--- config.mk ---
export PLATFORM = sky130hd
export DESIGN_NAME = pcbn_front
export DESIGN_NICKNAME = d
export VERILOG_FILES = /design/src/rtl/pcbn_pkg.sv /design/src/rtl/pcbn_front.sv
export SDC_FILE = /design/constraint.sdc
export NUM_CORES = 1
export LEC_CHECK = 0
export BUFFER_PORTS_ARGS = -buffer_cell sky130_fd_sc_hd__buf_4
export CORE_AREA = 2 2 201 203
export CTS_CLUSTER_SIZE = 40
export DETAILED_ROUTE_END_ITERATION = 8
export DIE_AREA = 0 0 203 205
export PLACE_DENSITY = 0.54
export SLEW_MARGIN = 20
export SYNTH_ARGS = -nofsm -noshare
export SYNTH_HDL_FRONTEND = slang
export SYNTH_SLANG_ARGS = --single-unit
--- constraint.sdc ---
create_clock -name clk -period 5.9 [get_ports clk]
set_input_delay 0.295 -clock clk [delete_from_list [all_inputs] [get_ports clk]]
set_output_delay 0.295 -clock clk [all_outputs]
set_load 0.05 [all_outputs]
--- src/rtl/pcbn_pkg.sv ---
// Shared types, constants and packing helpers for the box suppression block.
// No dependencies.
package pcbn_pkg;

  localparam int DEFAULT_MAX_BOXES = 64;
  localparam int QUEUE_DEPTH       = 4;
  localparam int DATA_W            = 88;
  localparam int THR_W             = 16;
  localparam logic [THR_W-1:0] THRESHOLD_RESET = 16'd29491;

  typedef struct packed {
    logic [7:0]  cls;
    logic [15:0] score;
    logic [15:0] left;
    logic [15:0] top;
    logic [15:0] width;
    logic [15:0] height;
  } box_t;

  typedef struct packed {
    logic last;
    box_t box;
  } item_t;

  typedef enum logic [4:0] {
    S_IDLE, S_INS_CHK, S_INS_RD, S_INS_CMP, S_INS_PUT, S_INIT,
    S_OUT_RD, S_OUT_CHK, S_IN_RD, S_IN_CHK, S_MUL, S_UNI, S_THR, S_CMP,
    S_FIND_RD, S_FIND_CHK, S_EM_RD, S_EM_CHK
  } state_t;

  // tdata layout, lowest bits first: class, score, left, top, width, height
  function automatic box_t unpack_box(logic [DATA_W-1:0] d);
    box_t b;
    b.cls    = d[7:0];
    b.score  = d[23:8];
    b.left   = d[39:24];
    b.top    = d[55:40];
    b.width  = d[71:56];
    b.height = d[87:72];
    return b;
  endfunction

  function automatic logic [DATA_W-1:0] pack_box(box_t b);
    return {b.height, b.width, b.top, b.left, b.score, b.cls};
  endfunction

endpackage

--- src/rtl/pcbn_front.sv ---
// Input side: takes boxes from the stream and queues them for the back end.
// Depends on pcbn_pkg.
module pcbn_front #(
  parameter int DEPTH = pcbn_pkg::QUEUE_DEPTH
) (
  input  logic                        clk,
  input  logic                        rst,
  input  logic                        s_tvalid,
  output logic                        s_tready,
  input  logic [pcbn_pkg::DATA_W-1:0] s_tdata,  // class, score, left, top, width, height
  input  logic                        s_tlast,
  output logic                        q_valid,
  output pcbn_pkg::item_t             q_item,
  input  logic                        q_pop
);
  import pcbn_pkg::*;

  localparam int PW = (DEPTH > 1) ? $clog2(DEPTH) : 1;

  item_t            mem [DEPTH];
  logic [PW-1:0]    wr_ptr;
  logic [PW-1:0]    rd_ptr;
  logic [PW:0]      fill;
  logic             push;

  assign s_tready = (fill != (PW+1)'(DEPTH));
  assign push     = s_tvalid && s_tready;
  assign q_valid  = (fill != '0);
  assign q_item   = mem[rd_ptr];

  always_ff @(posedge clk) begin
    if (push) begin
      mem[wr_ptr] <= '{last: s_tlast, box: unpack_box(s_tdata)};
    end
  end

  always_ff @(posedge clk) begin
    if (rst) begin
      wr_ptr <= '0;
      rd_ptr <= '0;
      fill   <= '0;
    end else begin
      if (push) begin
        wr_ptr <= (wr_ptr == PW'(DEPTH - 1)) ? '0 : wr_ptr + 1'b1;
      end
      if (q_pop) begin
        rd_ptr <= (rd_ptr == PW'(DEPTH - 1)) ? '0 : rd_ptr + 1'b1;
      end
      fill <= fill + (PW+1)'(push) - (PW+1)'(q_pop);
    end
  end

endmodule

* Word level (Yosys, flattened, before mapping) *
Memories as Yosys holds them, arrays and structs flattened. A register that Yosys moved wholly into a read port is not among the register bits.
Cells that the tools add are included.

word-level totals
  flip-flop bits (word level) = 7
  RAM bits = 356
  logic and storage cells = 19
  memories = 1

cells by class
  add/subtract/negate cells = 4
  equality and inequality tests = 3
  muxes and demuxes = 6
  reductions and logical operators = 2

memory list
  memory  words  width  rd ports  clocked after Yosys merged registers in  wr ports  line              RTL
  mem     4      89     1         1                                        1         pcbn_front.sv:20  item_t mem [DEPTH];

operators by type and width
  cell                   count
  $mux W2                4
  $add A2 B1 Y2 const B  2
  $eq A2 B2 Y1 const B   2
  $add A3 B1 Y3          1
  $ne A3 B3 Y1 const B   1
  $reduce_bool A3 Y1     1
  $sub A3 B1 Y3          1
  $mux W1                2
  $logic_and A1 B1 Y1    1

* Depth between registers and ports, before layout *
Gate-level depths: netlist of the first run.

  depth in word-level cells = 4
  mapped depth = 11
  mapped depth without buffers = 10

* Least setup slack after synthesis of the first run *
OpenSTA, ideal clock, no wires.

  kind = reg-to-reg
  start point = register fill[1]
  end point = memory mem[0][0] in the netlist's numbering (enable)
  arrival = 2,987 ps
  setup slack = 2,455 ps
  cell stages (with the launch flop) = 4
  clock period less this slack = 3,445 ps
  path through = dfxtp_1 -> or3b_1 -> clkbuf_2 -> and3_1

on the way
  cells in the longest elaborated chain, start to end = 4

RTL lines
  element                        line              RTL
  start, declared                pcbn_front.sv:23  logic [PW:0] fill;
  start signal, assigned         pcbn_front.sv:49  fill <= fill + (PW+1)'(push) - (PW+1)'(q_pop);
  $ne A3 B3 Y1                   pcbn_front.sv:26  assign s_tready = (fill != (PW+1)'(DEPTH));
  net s_tready                   pcbn_front.sv:9   output logic s_tready,
  $logic_and A1 B1 Y1            pcbn_front.sv:27  assign push = s_tvalid && s_tready;
  $mux W1                        pcbn_front.sv:32  if (push) begin
  $mux W1 (not written as such)  pcbn_front.sv:33  mem[wr_ptr] <= '{last: s_tlast, box: unpack_box(s_tdata)};
  end, declared                  pcbn_front.sv:20

The timed path passes the listed nets, and every way through them passes these cells.

==> metrics.txt, run 1 <==
status complete, no violations; Seq cells post-synth 365; All-Layer GR Usage 0.132; RR Startpoint fill[1]; clk slew on worst S/H paths ~0.06 ns; endpoints failing hold 0; grt total ovfl 0; Post-CTS Repair Setup Buffers 0; CTS Buffer Depth 3; Post-route DRC 0; cell-internal power about 5000 uW; Synthesized Nets 614; Leak between 0.005 and 0.006 uW; CP max FO 55; first-pass GRT wire length between 40 and 50 mm; kind of critical path flip-flop to output pin; routed vias 6,331; setup_tns 0 ns; number of port buffers 183; wire per inst 19.5 um; Area Growth Syn to Fin 30.7%; Layout fillers 3,383; Post-Syn Area 13,300 um2; # diodes 0; sw frac 0.282; Final GP Congestion 0.717; worst-case reg-to-reg path depth 3; CTS tree yes; final net count 913; fraction of layout cells with a size suffix above 1 0.408; Worst EP required ~5.6 ns; TritonCTS buffer count 39; P_sw 1920 uW; post-synth cell types 28; Die Footprint between 40,000 and 50,000 um2; Worst EP arrival 2.74 ns; most common cell after layout, fill and taps aside edfxtp_1; detailed placer's ending HPWL 15.8 mm; Sequential Power Share 0.474; hold wc startpoint s_tvalid; Tmin final between 3 and 4 ns; Clk Latency, worst-skew pair 0.54 ns; H-tree depth 2; number of global-route vias before repair about 7,000; slew margin rel. 0.443; row count 73; Routed Antenna Nets 0; Logic pwr share 0.203; fin cells 1,364; largest net degree at the start of global routing 70; Initial Util 0.338; Startpoint Class flip-flop; top-level I/O count about 180; worst slew pin tran 0.835 ns; clock group share of total power 0.323; most frequent cells in the layout 356 x edfxtp_1, 186 x buf_4, 90 x dlygate4sd3_1; # placed instances 1,206; average via count per standard cell 4.64; Final Cycle Share 0.514; unrepaired setup endpoints after global routing false; sequential cell area fraction in the yosys report 0.818; die height 205 um; Power Dens Cells 392 nW/um2; drt total wl 26.6 mm; Slowest-stage cell, CP dfxtp_4; Chip Width 203 um; Max IR drop VDD 268 uV; max cap viols 0; hold path cells 3; synthesis warning total 0; crit-path cells buf_12, mux4_2, buf_4; worst hold slack between 0.1 and 0.15 ns; core footprint a little under 40,000 um2; Max Fclk 330 MHz; first drt pass iteration count 4; Setup Viol. Count Final 0; Synth Instances a little over 500; syn avg cell area ~26 um2; Initial DRC Count 300; initial antenna violation count 1; Max Slew Vio Count 0; Max stage delay on crit path 0.86 ns; clock skew 0.0200 ns; Hold Crit Class input pin to flip-flop; Root Driver clkbuf_16; Critical Path Sink Type output pin; TritonCTS Sinks between 300 and 400
## power by group through the flow
stage	Sequential (uW)	Clock, uW	Combinational [uW]
final	3230	2200	1390
after floorplan	3270	0	922
after global placement	3280	0	1340
after global routing	3260	2390	1460
after detailed placement	3290	0	1360
after CTS	3240	2290	1410
## final cells by class
type	instances	area (um2)	share of cell area
multi-input combinational	121	2290	0.132
tap	525	657	0.0378
sequential	365	10900	0.626
clock inverter	22	116	0.00670
inverter	5	18.8	0.00108
timing repair buffer	280	2370	0.136
clock buffer	46	1040	0.0602
## cells in the mapped netlist
| cell | instances | area (um2) |
|---|---|---|
| nor2_1 | 4 | 15.0 |
| o21ai_2 | 1 | 8.76 |
| buf_8 | 1 | 15.0 |
| mux2i_1 | 2 | 20.0 |
| buf_4 | 1 | 7.51 |
| buf_12 | 1 | 20.0 |
| and3_1 | 4 | 25.0 |
| ha_1 | 7 | 87.6 |
| nand2b_1 | 2 | 12.5 |
| fa_1 | 1 | 20.0 |
| nor3b_1 | 1 | 7.51 |
| nand2_1 | 1 | 3.75 |
| clkbuf_2 | 1 | 5.00 |
| or3_1 | 2 | 12.5 |
| nor2b_1 | 1 | 6.26 |
| xor2_1 | 1 | 8.76 |
| inv_1 | 5 | 18.8 |
| a211o_1 | 1 | 8.76 |
| nor3_1 | 1 | 5.00 |
| clkbuf_1 | 8 | 30.0 |
| dfxtp_1 | 9 | 180 |
| edfxtp_1 | 356 | 10700 |
| buf_6 | 1 | 11.3 |
| a21oi_1 | 1 | 5.00 |
| or3b_1 | 1 | 8.76 |
| and2_1 | 1 | 6.26 |
| mux4_2 | 89 | 2000 |
| buf_2 | 9 | 45.0 |
## registers in the layout (all words and copies together) (netlist names), named ones only
signal / count
fill: 3
mem: 356
rd_ptr: 2
wr_ptr: 2
## routing by layer
| layer | share of wire | routed length [um] | vias up | global-route usage |
|---|---|---|---|---|
| met5 | 0.00049 | 13 | - | 0 |
| met4 | 0.018 | 472 | 2 | 0.0391 |
| met3 | 0.055 | 1480 | 37 | 0.0375 |
| met2 | 0.50 | 13400 | 157 | 0.223 |
| met1 | 0.42 | 11200 | 3328 | 0.166 |
| li1 | - | - | 2807 | - |
## worst paths after layout
kind	to	slack [ns]
max	q_item[87]	2.87
min	wr_ptr[0]	0.11
max reg2reg	mem[0][53]	3.37
min reg2reg	wr_ptr[1]	0.53
## logic make-up after synthesis
logic type | synth area share
buffers and inverters | 0.0115
adders and majority gates | 0.00810
AOI/OAI and AO/OA | 0.00169
xor gates and xnor gates | 0.000659
DFF | 0.818
and+or+nand+nor | 0.00772
muxes | 0.152
## metrics by stage
| step | utilization | worst slack (ns) | instance area (um2) | total power [uW] |
|---|---|---|---|---|
| 2_1_floorplan | - | 2.45 | 13300 | 4190 |
| 4_1_cts | 0.441 | 2.69 | 17400 | 6940 |
| 3_5_place_dp | 0.389 | 3.28 | 15300 | 4650 |
| 3_3_place_gp | 0.388 | 3.31 | 15300 | 4610 |
| 5_1_grt | 0.441 | 2.60 | 17400 | 7110 |
| 6_report | 0.441 | 2.87 | 17400 | 6820 |
## what timing repair did
| item | in CTS | in global routing |
|---|---|---|
| endpoints found under the hold margin | 363 | 0 |
| resized for setup | 0 | 0 |
| hold buffers | 90 | 0 |
## critical path: cells and delay by family (launching register included)
kind,cells,cell delay [ns]
DFF,1,0.86
buffers and inverters,2,0.67
muxes,1,0.61
Power figures use the tool's default switching activity.
==> run 2: changes to the inputs <==
==> constraint.sdc (replaced) <==
create_clock -name clk -period 2.8 [get_ports clk]
set_input_delay 0.14 -clock clk [delete_from_list [all_inputs] [get_ports clk]]
set_output_delay 0.14 -clock clk [all_outputs]
set_load 0.05 [all_outputs]
==> metrics.txt, run 2 (synthesized netlist as in run 1, its figures left out) <==
Leak 0.00595 uW; Final Cycle Share 0.892; fraction of layout cells with a size suffix above 1 0.408; top-level I/O count 184; core footprint 39,400 um2; first drt pass iteration count 4; Slowest-stage cell, CP or3b_1; status complete, no violations; worst-case reg-to-reg path depth 10; Die Footprint 41,600 um2; Worst EP arrival 2.95 ns; Clk Latency, worst-skew pair 0.53 ns; max cap viols 0; most common cell after layout, fill and taps aside edfxtp_1; clock skew just under 0.01 ns; endpoints failing hold 0; Max Slew Vio Count 0; Pwr Total 14,700 uW; Worst EP required 3.26 ns; Setup Viol. Count Final 0; drt total wl 26.4 mm; most frequent cells in the layout 356 x edfxtp_1, 186 x buf_4, 92 x dlygate4sd3_1; Detail Route met2 WL 13.8 mm; worst setup margin approximately 0.30 ns; H-tree depth 2; Layout fillers 3,329; TritonCTS buffer count 39; Max Fclk 400 MHz; hold path cells 2; grt total ovfl 0; biggest regs mem: 356 flops, fill: 3 flops; wire per inst 19.2 um; largest net degree at the start of global routing 56; Hold Crit Class input pin to flip-flop; M1 wire length 10.6 mm; kind of critical path flip-flop to flip-flop; worst slew pin tran 0.493 ns; Max IR drop VDD between 500 and 600 uV; Tmin final 2.50 ns; setup_tns 0 ns; DR top layer met4; pre-CTS setup slack 0.347 ns; Routed Antenna Nets 0; crit-path cells or3b_1, nand2_1, ha_1, inv_1, ha_1, inv_1, fa_1, xor2_1, and2_1, nor3_1; number of port buffers 183; max reg flops 356; slew margin rel. 0.671; clk slew on worst S/H paths approximately 0.060 ns; number of global-route vias before repair 7,238; worst hold slack 0.347 ns; first-pass GRT wire length 40.6 mm; Area Growth Syn to Fin 32.5%; All-Layer GR Usage 0.129; TritonCTS Sinks 365; die height between 200 and 250 um; initial antenna violation count 0; Power Dens Cells between 800 and 900 nW/um2; CTS tree yes; Critical Path Sink Type flip-flop; final net count 922; # diodes 0; met3 wire len roughly 1.4 mm; post_cts resized 0; Chip Width 203 um; CTS Buffer Depth 3; CP max FO 7; detailed placer's ending HPWL around 16 mm; Final GP Congestion a little under 0.7; row count 73; average via count per standard cell 4.60; Startpoint Class flip-flop; Biggest register mem; Root Driver clkbuf_16; routed vias 6,321; Post-route DRC 0; Max stage delay on crit path 0.50 ns; Initial Util 0.338; unrepaired setup endpoints after global routing false; Initial DRC Count between 200 and 250
## run 2: what timing repair did
action | 4_1_cts | 5_1_grt
hold endpoints to repair | 365 | 0
buffers inserted | 0 | 0
hold buffers | 92 | 0
## run 2: cell type report
type	count	area [um2]	area share
clock inverters	25	195	0.0111
repair buffers	289	2540	0.144
flip-flops and latches	365	10900	0.618
well taps	525	657	0.0373
inverters	5	18.8	0.00107
multi-input cells	121	2290	0.130
clock buffers	43	1030	0.0587
## run 2: layer usage
layer / track usage / vias up
met5: 0 / -
met4: 0.0480 / 0
met3: 0.0305 / 42
met1: 0.152 / 3302
met2: 0.230 / 160
li1: - / 2817
## run 2: where the power goes
group	total [uW]	switching, uW	leakage (uW)	internal, uW
clock	4900	1980	0.000607	2920
combinational	3000	1940	0.00201	1060
sequential	6780	146	0.00333	6640
total	14700	4070	0.00595	10600
## run 2: per-stage QoR
| step | util | cells | area [um2] |
|---|---|---|---|
| 4_1_cts | 0.447 | 1373 | 17600 |
| 6_report | 0.447 | 1373 | 17600 |
| 3_5_place_dp | 0.393 | 1213 | 15500 |
| 2_1_floorplan | - | 513 | 13300 |
| 5_1_grt | 0.447 | 1373 | 17600 |
| 3_3_place_gp | 0.393 | 1213 | 15500 |
## run 2: path summary, 6_finish.rpt
| kind | start | end | slack, ns |
|---|---|---|---|
| worst max-delay path | fill[1] | fill[2] | 0.30 |
| worst min-delay path | s_tdata[12] | mem[3][68] | 0.35 |
| worst max register to register | fill[1] | fill[2] | 0.30 |
| worst min register to register | rd_ptr[0] | flip-flop | 0.53 |
## run 2: worst max-delay path: cells and delay by family (launching register included)
kind                       cells  cell delay, ns
and+or+nand+nor                4            0.98
buffers and inverters          2            0.11
adders and majority gates      3            0.79
DFF                            1            0.36
xor gates and xnor gates       1            0.17
==> run 3: changes to the inputs <==
--- a/config.mk
+++ b/config.mk
@@ -10,7 +10,7 @@
 export CTS_CLUSTER_SIZE = 40
 export DETAILED_ROUTE_END_ITERATION = 8
 export DIE_AREA = 0 0 203 205
-export PLACE_DENSITY = 0.54
+export PLACE_DENSITY_LB_ADDON = 0.25
 export SLEW_MARGIN = 20
 export SYNTH_ARGS = -nofsm -noshare
 export SYNTH_HDL_FRONTEND = slang
==> metrics.txt, run 3 (synthesized netlist as in run 1, its figures left out) <==
status complete, no violations; Critical Path Sink Type flip-flop; number of port buffers 183; Final Cycle Share 0.880; post_cts resized 0; Setup Viol. Count Final 0; routed vias 6,374; clk slew on worst S/H paths 0.06 ns; Post-CTS Repair Setup Buffers 0; P_sw approximately 4000 uW; CP max FO 7; most frequent cells in the layout 356 x edfxtp_1, 189 x buf_4, 92 x dlygate4sd3_1; cts hold-fix bufs 92; CTS tree yes; row count 73; # diodes 0; Max Slew Vio Count 0; Root Driver clkbuf_16; Max IR drop VDD 505 uV; TritonCTS Sinks 365; unrepaired setup endpoints after global routing false; largest net degree at the start of global routing 54; average via count per standard cell ~4.6; Chip Width 203 um; Final GP Congestion 0.690; Placement Cell Area 15,400 um2; most common cell after layout, fill and taps aside edfxtp_1; Final Util 0.445; RR Startpoint fill[1]; clock group share of total power 0.325; drt total wl 26.8 mm; Power Dens Cells between 800 and 900 nW/um2; Tmin final around 2.5 ns; first-pass GRT wire length ~41 mm; endpoints failing hold 0; initial antenna violation count 2; hold wc startpoint s_tdata[32]; reg2reg setup slack 0.34 ns; Hold Crit Class input pin to flip-flop; top-level I/O count approximately 180; core footprint 39,400 um2; cell-internal power 10,400 uW; Slowest-stage cell, CP or3b_1; biggest regs mem: 356 flops, fill: 3 flops; Max Fclk 406 MHz; Die Footprint 41,600 um2; worst r2r dst fill[2]; wire per inst around 20 um; Startpoint Class flip-flop; Initial DRC Count 264; Routed Antenna Nets 0; detailed placer's ending HPWL ~16 mm; worst-case reg-to-reg path depth 10; die height 205 um; Biggest register mem; first drt pass iteration count 5; Leak 0.00590 uW; Initial Util 0.338; hold path cells 2; fraction of layout cells with a size suffix above 1 0.400; grt total ovfl 0; register area 10,900 um2; worst path bufs/invs 2; Area Growth Syn to Fin 31.7%; area of the multi-input gates 2290 um2; Worst EP required approximately 3.3 ns; CTS Buffer Depth 3; slew margin rel. 0.594; clock skew 0.0122 ns; delay-heaviest family, CP simple AND/OR/NAND/NOR gates; kind of critical path flip-flop to flip-flop; Max stage delay on crit path about 0.52 ns; sw frac 0.279; final net count 922; Worst Hold Endpoint mem[2][56]; max reg flops approximately 360; number of global-route vias before repair 7,353; Sequential Power Share 0.469; crit-path cells or3b_1, nand2_1, ha_1, inv_1, ha_1, inv_1, fa_1, xor2_1, and2_1, nor3_1; max cap viols 0; All-Layer GR Usage 0.132; Layout fillers 3,352; Post-route DRC 0; final instance area approximately 18,000 um2; H-tree depth 2; Clk Latency, worst-skew pair roughly 0.54 ns; TritonCTS buffer count 39; Worst EP arrival 2.92 ns; setup_tns 0 ns; worst slew pin tran between 0.6 and 0.7 ns; Logic pwr share 0.207
-- run 3: layer usage --
layer / vias up / routed length (um) / GRT usage
met5: - / 24 / 0
met4: 4 / 568 / 0.0386
met3: 47 / 1490 / 0.0388
met2: 159 / 14000 / 0.235
met1: 3341 / 10700 / 0.155
li1: 2823 / - / -
-- run 3: per-stage QoR --
step	setup WS [ns]	std cells	hold slack (ns)	total power (uW)
finish	0.336	1374	0.353	14500
global route	0.140	1374	0.321	15100
CTS	0.280	1374	0.306	14700
detailed placement	0.330	1213	0.344	9830
global placement	0.394	1213	0.338	9730
floorplan	0.312	513	0.239	8800
-- run 3: cell type report --
class,count,area share
clock inverter,16,0.00529
inverter,5,0.00107
multi-input combinational,121,0.131
sequential,365,0.621
tap,525,0.0375
timing repair buffer,289,0.143
clock buffer,53,0.0612
-- run 3: power groups by stage --
stage,sequential (uW),combinational [uW],clock [uW]
3_3_place_gp,6850,2880,0
6_report,6780,2990,4700
2_1_floorplan,6850,1940,0
4_1_cts,6790,3050,4860
3_5_place_dp,6900,2930,0
5_1_grt,6820,3160,5070
-- run 3: how the worst max path moves through the flow --
| stage | end | startpoint | cells past startpoint |
|---|---|---|---|
| after floorplan | fill[2] | fill[1] | 11 |
| after global placement | fill[2] | fill[1] | 10 |
| after detailed placement | fill[2] | fill[1] | 10 |
| after CTS | q_item[29] | flip-flop | 3 |
| after global routing | fill[2] | fill[1] | 10 |
| final | fill[2] | fill[1] | 10 |
